$ cat src/hw/rtl/atrlf_pkg.sv
package atrlf_pkg;

  // Default ring store depth in bytes
  localparam int unsigned DEPTH_DEFAULT = 256;

  // Pending line counter width and its saturation value
  localparam int unsigned COUNT_W = 8;
  localparam logic [COUNT_W-1:0] COUNT_MAX = 8'hFF;

  // Request codes
  localparam logic [1:0] REQ_FEED    = 2'd0;
  localparam logic [1:0] REQ_COMPARE = 2'd1;
  localparam logic [1:0] REQ_ADVANCE = 2'd2;

  // Character codes
  localparam logic [7:0] CHR_NUL    = 8'h00;
  localparam logic [7:0] CHR_SUBST  = 8'hFF;
  localparam logic [7:0] CHR_PROMPT = 8'h3E;
  localparam logic [7:0] CHR_CR     = 8'h0D;
  localparam logic [7:0] CHR_LF     = 8'h0A;

endpackage

$ cat src/hw/rtl/atrlf_ram.sv
module atrlf_ram #(
  parameter int unsigned WIDTH = 8,
  parameter int unsigned DEPTH = 256,
  localparam int unsigned AW = $clog2(DEPTH)
) (
  input  logic             clk,
  input  logic             wr_en,
  input  logic [AW-1:0]    wr_addr,
  input  logic [WIDTH-1:0] wr_data,
  input  logic [AW-1:0]    rd_addr,
  output logic [WIDTH-1:0] rd_data
);

  logic [WIDTH-1:0] mem_r [DEPTH];
  logic [WIDTH-1:0] rd_data_r;

  // Write one entry, read one entry into the output register
  always_ff @(posedge clk) begin
    if (wr_en) begin
      mem_r[wr_addr] <= wr_data;
    end
    rd_data_r <= mem_r[rd_addr];
  end

  assign rd_data = rd_data_r;

endmodule

$ cat src/hw/rtl/at_response_line_framer.sv
// Response line framer for a serial command link.
// Input channel: a request (in_req_type, in_data_byte, in_first_char,
// in_last_char) is taken at a clock edge where start is high and busy is low.
// Feed stores a byte into the line ring; a CR LF pair or a '>' closes a line.
// Compare checks one expected character against the oldest pending line.
// Advance drops the oldest pending line.
// Result channel: every request gives one result beat, marked by out_valid
// for exactly one cycle; the receiver must take it, it cannot stall.
// out_pending_count and out_has_pending follow the line count at all times.
// Request code 3, a dropped feed and requests that find nothing to do give
// their beat straight from ST_IDLE; feed passes ST_FEED_WR and, if a line
// closes, ST_FEED_TERM; compare ST_CMP_RD0, ST_CMP_RD1, ST_CMP_CHK; advance
// alternates ST_ADV_RD and ST_ADV_CHK for each byte up to the terminator, as
// the line store's single read port has a registered read. busy stays high
// until the result beat; a new request can be taken in the cycle that carries
// out_valid. Reset (rst_n low, synchronous) empties the ring and the line count;
// the store contents are not cleared, and the user must see that entries are
// read only after being written: the block itself does not enforce it.
module at_response_line_framer
  import atrlf_pkg::*;
#(
  parameter int unsigned BUFFER_DEPTH = DEPTH_DEFAULT
) (
  input  logic         clk,
  input  logic         rst_n,
  input  logic         start,
  output logic         busy,
  input  logic [1:0]   in_req_type,
  input  logic [7:0]   in_data_byte,
  input  logic         in_first_char,
  input  logic         in_last_char,
  output logic         out_valid,
  output logic [7:0]   out_pending_count,
  output logic         out_has_pending,
  output logic         out_byte_dropped,
  output logic         out_match_ok,
  output logic         out_match_stop
);

  localparam int unsigned AW = $clog2(BUFFER_DEPTH);
  localparam int unsigned CW = $clog2(BUFFER_DEPTH + 1);
  localparam logic [AW-1:0] LAST_IDX = AW'(BUFFER_DEPTH - 1);
  localparam logic [CW-1:0] WALK_MAX = CW'(BUFFER_DEPTH);

  typedef enum logic [2:0] {
    ST_IDLE,
    ST_FEED_WR,
    ST_FEED_TERM,
    ST_CMP_RD0,
    ST_CMP_RD1,
    ST_CMP_CHK,
    ST_ADV_RD,
    ST_ADV_CHK
  } state_t;

  function automatic logic [AW-1:0] ring_next(input logic [AW-1:0] i);
    return (i == LAST_IDX) ? '0 : i + AW'(1);
  endfunction

  function automatic logic [AW-1:0] ring_prev(input logic [AW-1:0] i);
    return (i == '0) ? LAST_IDX : i - AW'(1);
  endfunction

  state_t state_r, state_nxt;
  logic [AW-1:0] wr_idx_r, wr_idx_nxt;
  logic [AW-1:0] rd_idx_r, rd_idx_nxt;
  logic [AW-1:0] cmp_idx_r, cmp_idx_nxt;
  logic [COUNT_W-1:0] lines_r, lines_nxt;
  logic [7:0] prev_byte_r, prev_byte_nxt;
  logic just_closed_r, just_closed_nxt;
  logic good_r, good_nxt;
  logic [CW-1:0] walk_r, walk_nxt;
  logic valid_r, valid_nxt;
  logic dropped_r, dropped_nxt;
  logic ok_r, ok_nxt;
  logic stop_r, stop_nxt;

  // Payload held across the steps of one request
  logic [7:0] data_r, data_nxt;
  logic last_r, last_nxt;
  logic [AW-1:0] term_r, term_nxt;

  // Line store port
  logic          ram_we;
  logic [AW-1:0] ram_waddr;
  logic [7:0]    ram_wdata;
  logic [AW-1:0] ram_raddr;
  logic [7:0]    ram_rdata;

  // Feed step decode
  logic [7:0]    feed_byte;
  logic          feed_gt;
  logic          feed_close;
  logic [AW-1:0] feed_fwd;

  assign feed_byte  = (data_r == CHR_NUL) ? CHR_SUBST : data_r;
  assign feed_gt    = (feed_byte == CHR_PROMPT);
  assign feed_close = ((prev_byte_r == CHR_CR) && (feed_byte == CHR_LF)) || feed_gt;
  assign feed_fwd   = ring_next(wr_idx_r);

  // Sequencer
  always_comb begin
    state_nxt       = state_r;
    wr_idx_nxt      = wr_idx_r;
    rd_idx_nxt      = rd_idx_r;
    cmp_idx_nxt     = cmp_idx_r;
    lines_nxt       = lines_r;
    prev_byte_nxt   = prev_byte_r;
    just_closed_nxt = just_closed_r;
    good_nxt        = good_r;
    walk_nxt        = walk_r;
    valid_nxt       = 1'b0;
    dropped_nxt     = dropped_r;
    ok_nxt          = ok_r;
    stop_nxt        = stop_r;
    data_nxt        = data_r;
    last_nxt        = last_r;
    term_nxt        = term_r;
    ram_we          = 1'b0;
    ram_waddr       = wr_idx_r;
    ram_wdata       = feed_byte;
    ram_raddr       = cmp_idx_r;

    unique case (state_r)
      ST_IDLE: begin
        if (start) begin
          data_nxt    = in_data_byte;
          last_nxt    = in_last_char;
          dropped_nxt = 1'b0;
          ok_nxt      = 1'b0;
          stop_nxt    = 1'b0;
          unique case (in_req_type)
            REQ_FEED: begin
              if ((wr_idx_r == rd_idx_r) && (lines_r != '0)) begin
                dropped_nxt = 1'b1;
                valid_nxt   = 1'b1;
              end else begin
                state_nxt = ST_FEED_WR;
              end
            end
            REQ_COMPARE: begin
              if (lines_r == '0) begin
                good_nxt  = 1'b0;
                stop_nxt  = 1'b1;
                valid_nxt = 1'b1;
              end else if (in_first_char) begin
                cmp_idx_nxt = rd_idx_r;
                good_nxt    = 1'b1;
                state_nxt   = ST_CMP_RD0;
              end else if (!good_r) begin
                stop_nxt  = 1'b1;
                valid_nxt = 1'b1;
              end else begin
                state_nxt = ST_CMP_RD0;
              end
            end
            REQ_ADVANCE: begin
              good_nxt = 1'b0;
              if (lines_r == '0) begin
                valid_nxt = 1'b1;
              end else begin
                lines_nxt = lines_r - COUNT_W'(1);
                walk_nxt  = '0;
                state_nxt = ST_ADV_RD;
              end
            end
            default: begin
              valid_nxt = 1'b1;
            end
          endcase
        end
      end

      // Store the byte, then close the line or move on
      ST_FEED_WR: begin
        ram_we    = 1'b1;
        ram_waddr = wr_idx_r;
        ram_wdata = feed_byte;
        if (!feed_close) begin
          if (feed_byte != CHR_CR) begin
            just_closed_nxt = 1'b0;
          end
          prev_byte_nxt = feed_byte;
          wr_idx_nxt    = feed_fwd;
          valid_nxt     = 1'b1;
          state_nxt     = ST_IDLE;
        end else begin
          if ((!just_closed_r || feed_gt) && (lines_r != COUNT_MAX)) begin
            lines_nxt = lines_r + COUNT_W'(1);
          end
          just_closed_nxt = 1'b1;
          prev_byte_nxt   = CHR_NUL;
          if (feed_gt) begin
            term_nxt = (feed_fwd == rd_idx_r) ? wr_idx_r : feed_fwd;
          end else if (!just_closed_r) begin
            term_nxt = ring_prev(wr_idx_r);
          end else begin
            // fold a repeated CR LF away
            term_nxt = ring_prev(ring_prev(wr_idx_r));
          end
          state_nxt = ST_FEED_TERM;
        end
      end

      // Write the terminator
      ST_FEED_TERM: begin
        ram_we     = 1'b1;
        ram_waddr  = term_r;
        ram_wdata  = CHR_NUL;
        wr_idx_nxt = ring_next(term_r);
        valid_nxt  = 1'b1;
        state_nxt  = ST_IDLE;
      end

      ST_CMP_RD0: begin
        ram_raddr = cmp_idx_r;
        state_nxt = ST_CMP_RD1;
      end

      // Check this character, fetch the one after it
      ST_CMP_RD1: begin
        ram_raddr   = ring_next(cmp_idx_r);
        ok_nxt      = (ram_rdata == data_r);
        cmp_idx_nxt = ring_next(cmp_idx_r);
        state_nxt   = ST_CMP_CHK;
      end

      ST_CMP_CHK: begin
        stop_nxt  = !ok_r || (ram_rdata == CHR_NUL) || last_r;
        good_nxt  = ok_r && (ram_rdata != CHR_NUL) && !last_r;
        valid_nxt = 1'b1;
        state_nxt = ST_IDLE;
      end

      // Walk the oldest line up to its terminator
      ST_ADV_RD: begin
        ram_raddr = rd_idx_r;
        if (walk_r == WALK_MAX) begin
          rd_idx_nxt = ring_next(rd_idx_r);
          valid_nxt  = 1'b1;
          state_nxt  = ST_IDLE;
        end else begin
          state_nxt = ST_ADV_CHK;
        end
      end

      ST_ADV_CHK: begin
        rd_idx_nxt = ring_next(rd_idx_r);
        if (ram_rdata == CHR_NUL) begin
          valid_nxt = 1'b1;
          state_nxt = ST_IDLE;
        end else begin
          walk_nxt  = walk_r + CW'(1);
          state_nxt = ST_ADV_RD;
        end
      end

      default: begin
        state_nxt = ST_IDLE;
      end
    endcase
  end

  // Hold state and result registers
  always_ff @(posedge clk) begin
    if (!rst_n) begin
      state_r       <= ST_IDLE;
      wr_idx_r      <= '0;
      rd_idx_r      <= '0;
      cmp_idx_r     <= '0;
      lines_r       <= '0;
      prev_byte_r   <= CHR_NUL;
      just_closed_r <= 1'b0;
      good_r        <= 1'b0;
      walk_r        <= '0;
      valid_r       <= 1'b0;
      dropped_r     <= 1'b0;
      ok_r          <= 1'b0;
      stop_r        <= 1'b0;
    end else begin
      state_r       <= state_nxt;
      wr_idx_r      <= wr_idx_nxt;
      rd_idx_r      <= rd_idx_nxt;
      cmp_idx_r     <= cmp_idx_nxt;
      lines_r       <= lines_nxt;
      prev_byte_r   <= prev_byte_nxt;
      just_closed_r <= just_closed_nxt;
      good_r        <= good_nxt;
      walk_r        <= walk_nxt;
      valid_r       <= valid_nxt;
      dropped_r     <= dropped_nxt;
      ok_r          <= ok_nxt;
      stop_r        <= stop_nxt;
    end
  end

  // Hold request payload
  always_ff @(posedge clk) begin
    data_r <= data_nxt;
    last_r <= last_nxt;
    term_r <= term_nxt;
  end

  atrlf_ram #(
    .WIDTH (8),
    .DEPTH (BUFFER_DEPTH)
  ) u_store (
    .clk     (clk),
    .wr_en   (ram_we),
    .wr_addr (ram_waddr),
    .wr_data (ram_wdata),
    .rd_addr (ram_raddr),
    .rd_data (ram_rdata)
  );

  assign busy              = (state_r != ST_IDLE);
  assign out_valid         = valid_r;
  assign out_pending_count = lines_r;
  assign out_has_pending   = (lines_r != '0);
  assign out_byte_dropped  = dropped_r;
  assign out_match_ok      = ok_r;
  assign out_match_stop    = stop_r;

`ifndef SYNTHESIS
  a_done_beat: assert property (@(posedge clk) disable iff (!rst_n)
    $fell(busy) |-> out_valid)
    else $error("sequencer left a request without a result beat");

  a_beat_idle: assert property (@(posedge clk) disable iff (!rst_n)
    out_valid |-> !busy)
    else $error("result beat while a request is still at work");

  a_drop_alone: assert property (@(posedge clk) disable iff (!rst_n)
    (out_valid && out_byte_dropped) |-> (!out_match_ok && !out_match_stop))
    else $error("dropped byte reported together with compare status");

  a_match_pending: assert property (@(posedge clk) disable iff (!rst_n)
    (out_valid && out_match_ok) |-> out_has_pending)
    else $error("match reported with no pending line");
`endif

endmodule

$ cat config.mk
export PLATFORM = sky130hd
export DESIGN_NAME = at_response_line_framer
export DESIGN_NICKNAME = d
export VERILOG_FILES = /design/src/hw/rtl/atrlf_pkg.sv /design/src/hw/rtl/atrlf_ram.sv /design/src/hw/rtl/at_response_line_framer.sv
export SDC_FILE = /design/constraint.sdc
export NUM_CORES = 2
export LEC_CHECK = 0
export BUFFER_PORTS_ARGS = -buffer_cell sky130_fd_sc_hd__buf_4
export CAP_MARGIN = 20
export CORE_MARGIN = 3
export CORE_UTILIZATION = 40
export CTS_BUF_LIST = sky130_fd_sc_hd__clkbuf_8
export CTS_CLUSTER_DIAMETER = 80
export DETAILED_ROUTE_END_ITERATION = 10
export GPL_ROUTABILITY_DRIVEN = 0
export PLACE_DENSITY = 0.57
export SKIP_LAST_GASP = 1
export SYNTH_ARGS = -nofsm -noshare
export SYNTH_HDL_FRONTEND = slang
export SYNTH_SLANG_ARGS = --single-unit
$ cat constraint.sdc
create_clock -name clk -period 17.76 [get_ports clk]
set_input_delay 2.664 -clock clk [delete_from_list [all_inputs] [get_ports clk]]
set_output_delay 2.664 -clock clk [all_outputs]
set_load 0.01 [all_outputs]
### Word-level counts from Yosys, hierarchy flattened

Memories as Yosys holds them, arrays and structs flattened. A register that Yosys moved wholly into a read port is not among the register bits.
Cells that the tools add are included.

| operators by class | value |
|---|---|
| $add $sub $neg | 9 |
| equality and inequality tests | 39 |
| muxes and demuxes | 72 |
| reductions and logical operators | 43 |

Operators by type and width:

| cell | number |
|---|---|
| two-way mux 8 bit | 24 |
| case mux 8 bit (2 select lines) | 5 |
| adder 8 x 1 -> 8 bit, second input constant | 5 |
| zero test 8 bit | 5 |
| two-way mux 9 bit | 4 |
| equality test 8 bit, second input constant | 4 |
| equality test 8 bit | 3 |
| two-way mux 3 bit | 8 |
| subtractor 8 x 1 -> 8 bit, second input constant | 3 |
| two-way mux 1 bit | 21 |
| case mux 3 bit (7 select lines) | 1 |
| case mux 9 bit (2 select lines) | 1 |
| equality test 8 x 4 -> 1 bit, second input constant | 2 |
| != test 2 bit, second input constant | 8 |
| nonzero test 8 bit | 2 |
| AND reduction 2 bit | 7 |
| nonzero test 2 bit | 7 |
| equality test 3 bit, second input constant | 4 |
| AND reduction 6 bit | 2 |
| AND reduction 5 bit | 2 |
| adder 9 x 1 -> 9 bit, second input constant | 1 |
| equality test 9 bit, second input constant | 1 |
| != test 3 bit, second input constant | 3 |
| case mux 3 bit (3 select lines) | 1 |
| other kinds (23) | 39 |

| storage, ports and cells | value |
|---|---|
| register bits | 75 |
| memory bits (writable) | 2048 |
| input bits | 15 |
| output and inout port bits | 14 |
| word-level logic and storage cells | 180 |
| memories | 1 |

Memories:

| memory | words | bits a word | rd ports | clocked after memory_dff | write ports | line | RTL |
|---|---|---|---|---|---|---|---|
| u_store.mem_r | 256 | 8 | 1 | 1 | 1 | atrlf_ram.sv:14 | `logic [WIDTH-1:0] mem_r [DEPTH];` |

### Longest topological paths before layout

| depth | value |
|---|---|
| depth after elaboration | 8 |
| gate-level depth with buffers | 17 |
| mapped depth without buffers | 12 |

### Hierarchy

A second synthesis with hierarchy kept.

| unflattened totals | value |
|---|---|
| cell total of the unflattened synthesis | 4423 |
| area, all modules | 84872.6 µm² |

By module, submodules not included:

| module | times used | cells each | area each (µm²) | sequential area each (µm²) |
|---|---|---|---|---|
| atrlf_ram | 1 | 3733 | 79556.3 | 61659.1 |
| at_response_line_framer | 1 | 690 | 5316.3 | 1671.6 |

### Least setup slack after synthesis

OpenSTA, ideal clock, no wires.

| timing | value |
|---|---|
| path kind | reg2reg |
| start | register data_r[4] |
| end | memory u_store.mem_r[0][0] (data pin) |
| library setup time | 1389 ps |
| arrival | 7321 ps |
| data required time | 16371 ps |
| slack | 9050 ps |
| stages on the path, launching flop included | 7 |
| buffers on the path | 1 |
| clock period less this slack | 8710 ps |
| path through | edfxtp_1 nor4_1 nand2_1 nor3_1 clkbuf_1 nor2_1 nor2_1 |

| between the ends | value |
|---|---|
| word-level cells in the longest chain between the ends | 3 |

Ends and longest elaborated chain:

| item | line | RTL |
|---|---|---|
| start, declared | at_response_line_framer.sv:79 | `logic [7:0] data_r, data_nxt;` |
| start signal, assigned | at_response_line_framer.sv:299 | `data_r <= data_nxt;` |
| zero test 8 bit | at_response_line_framer.sv:96 | `assign feed_byte = (data_r == CHR_NUL) ? CHR_SUBST : data_r;` |
| two-way mux 8 bit | at_response_line_framer.sv:96 |  |
| two-way mux 8 bit | at_response_line_framer.sv:124 | `unique case (state_r)` |
| named net ram_wdata[0] | at_response_line_framer.sv:86 | `logic [7:0] ram_wdata;` |
| end, declared | atrlf_ram.sv:14 |  |

The timed path passes the listed nets, and every way through them passes these cells.

### Worst setup path after layout

| timing | value |
|---|---|
| start | register state_r[2] |
| end | register u_store.rd_data_r[0], in the netlist u_store.rd_data[0], read port of u_store.mem_r |

| between the ends | value |
|---|---|
| word-level cells in the longest chain between the ends | 2 |
| elaborated cells on any way between the ends | 3 |
| classes of those cells | 2 x eq/ne; 1 x mux |

Ends and longest elaborated chain:

| item | line | RTL |
|---|---|---|
| start, declared | at_response_line_framer.sv:64 | `state_t state_r, state_nxt;` |
| start signal, assigned | at_response_line_framer.sv:281 | `state_r <= state_nxt;` |
| equality test 3 bit | at_response_line_framer.sv:124 |  |
| case mux 8 bit (2 select lines) (*) | at_response_line_framer.sv:124 |  |
| end, declared | atrlf_ram.sv:15 | `logic [WIDTH-1:0] rd_data_r;` |

Mark *: on every way between the ends. The rest lies on a longest branch, timed or not.
A chain may end at the register's enable or synchronous reset.

==> run metrics <==
Power Internal=8.72 mW; Core ar.=0.213 sq mm; Iter 0 DRT Violations=6099; ys flop type=edfxtp_1; slew at the pin closest to its max-slew limit=1270 ps; io pins=29; Mapped Nets=5767; Pleak=31.6 nW; Synth Area per Inst=15.0 sq um; Synth Area in XOR/XNOR=0.00590; Residual DRC=0; WP data required=18630 ps; Clk Latency, worst-skew pair=1050 ps; Placement Setup Slack=11280 ps; adder-cell area share of the yosys netlist=0.00329; first-pass GRT wire length=368 mm; max-cap violations=0; post-cts hold buffer count=0; Final Setup Violations=0; Compound-Gate Fraction of Synth Area=0.0594; crit start category=flop; Placed Instance Area=0.0889 sq mm; Post-Layout Inst Area=0.0953 sq mm; fin. max-slew vios=0; Final Core Density=0.448; P_sw=3.51 mW; layout net count=5904; post-synth top area share=0.721; Sum Neg Setup Slack=0 ps; Vias/cell=5.83; Combinational Power Share=0.158; post_cts resized=0; switching share of power=0.287; gr usage total=0.225; Die ar.=0.221 sq mm; Cells after Synth=5730; Hold Crit Class=flop to flop; postcts setup bufs=0; Min Hold Slack=454 ps; critical path arrival=7410 ps; largest net degree at the start of global routing=210; Final Hold Fails=0; DIE HEIGHT=470 um; Cell Pwr Density=128 mW/mm^2; Post-synth EDFFs=2065; Synth area leader=edfxtp_1; sequential fraction of design power=0.517; status=complete, no violations; Wirelength per Cell=28.4 um; Cell Area, Synth=0.0860 sq mm; Rows=169; worst vdd ir=0.122 mV; Clk network pwr share=0.325; fmax=153 MHz; endpoint type of the worst setup path=flop; gr ovfl total=0; most frequent cells after synthesis=edfxtp_1 (2065), nand2_1 (931), nor2_1 (413), nand3_1 (382), mux2i_1 (244); Max clock buf depth=4; DRT Pass-1 Iters=6; share of cells above drive strength 1=0.129; initial core utilization=0.404; Slew HR=0.150; clock root buffer master=clkbuf_8; main combinational cell family by area after synthesis=simple AND/OR/NAND/NOR gates; CTS buffer count=363; fin crit period=6540 ps; largest cells by area after synthesis=edfxtp_1 (72%), nand2_1 (4.1%), mux4_2 (4.0%); Synth cell types=87; via count=52196; mux share of post-synthesis cell area=0.0719; CTS sink cnt=2131; initial antenna violation count=9; Ys Warns=0; CTS tree=done; unrepaired setup endpoints after global routing=no; H-tree depth=5; DRT antenna net count=0; Synth async-reset ratio=0; Worst Path Max Fanout=53; fillcell total=18836; Post-Route WL=254 mm; Seq/Total Area, Yosys=0.736; kind of critical path=flop to flop; vias in the first global route=50973; Final WS setup=11220 ps; placed wire-length estimate=148 mm; clock slew at reported path FFs=60 ps; synthesis-to-finish area growth=10.8%; Port Buffers=28; Die X=470 um; #FFs+latches synth=2131; Tcrit/Tclk final=0.368; simple-gate area share of the yosys netlist=0.0990; count leader, synth=edfxtp_1; clock skew=86.6 ps
-- stage by stage --
stage / std cells / power [mW]
floorplan: 5730 / 7.73
global placement: 8311 / 8.30
detailed placement: 8318 / 8.34
CTS: 8941 / 12.3
global route: 8948 / 12.7
finish: 8956 / 12.2
-- registers in the layout, indices dropped and copies added, names as in the netlist, 3 cells and up --
name               count
walk_r                 9
data_r                 8
out_pending_count      8
state_r                3
rd_idx_r               8
cmp_idx_r              8
prev_byte_r            8
u_store.rd_data        8
u_store.mem_r       2048
term_r                 8
wr_idx_r               8
-- per-layer routing --
metal	up-vias	track usage	routed length [um]
met5	-	0	0
met4	0	0.0829	8380
met3	465	0.0501	21400
met2	2445	0.353	120000
met1	26865	0.309	105000
li1	22421	-	-
-- kinds of logic (layout without fill, tap and decap cells) --
logic type               count (synthesis)  in the layout
other                                    0             10
multiplexers                           415            415
AND/OR/NAND/NOR                       1967           1967
AO/OA/AOI/OAI                          746            746
adder cells (fa/ha/maj)                 22             22
flip-flops                            2131           2131
buffers and inverters                  391            786
XOR/XNOR                                58             58
-- final cells by class --
type	count	area, sq um	area share
sequential	2131	63300	0.664
multi-input combinational	3208	20800	0.219
clock buffer	378	5200	0.0546
tap	2821	3530	0.0370
timing repair buffer	143	1210	0.0127
clock inverter	245	1120	0.0118
inverter	20	75.1	0.000787
antenna	10	25.0	0.000262
-- layout by cell type, fill, tap and decap left out, types with 9 or more instances in the layout --
cell,n
clkbuf_8,378
or3_1,12
a32oi_1,74
o211ai_1,15
and3_1,59
dfxtp_1,66
nor3_1,31
a211oi_1,23
clkinv_1,65
a21oi_1,142
buf_4,125
xor2_1,30
mux2_2,10
xnor2_1,28
a31oi_1,86
mux4_2,154
a221oi_1,99
nor4_1,13
a311oi_1,16
nand4_1,58
nand2_2,9
mux2i_1,244
edfxtp_1,2065
ha_1,21
nand3b_1,9
inv_1,153
a22oi_1,24
nor2_1,397
nand2_1,922
diode_2,10
nor2_4,14
nand3_1,381
o22ai_1,31
o21ai_0,135
clkinv_2,35
-- final timing paths --
kind	from	to	slack (ps)	cells after the start
max reg2reg	state_r[2]	u_store.rd_data[0]	11220	12
min	prev_byte_r[3]	prev_byte_r[3]	450	2
max	state_r[2]	u_store.rd_data[0]	11220	12
min reg2reg	prev_byte_r[3]	prev_byte_r[3]	450	2
-- worst max-delay path, stage by stage, from the launching register on --
cell       delay (ps)
dfxtp_1           670
and2b_1           430
o21ai_0           270
nand2_4           530
buf_4             610
buf_4             630
buf_4             670
buf_4             730
mux4_2            410
a22o_1            250
or4_1             600
o21ai_0           280
a2111oi_2         140
-- power groups by stage --
stage               registers (mW)  logic, mW  clock network [mW]
floorplan                     6.58       1.15                   0
global placement              6.42       1.88                   0
detailed placement            6.42       1.92                   0
CTS                           6.32       1.92                4.04
global route                  6.33       2.07                4.26
finish                        6.32       1.93                3.97
Note: power is estimated with default switching activity, not from simulation.
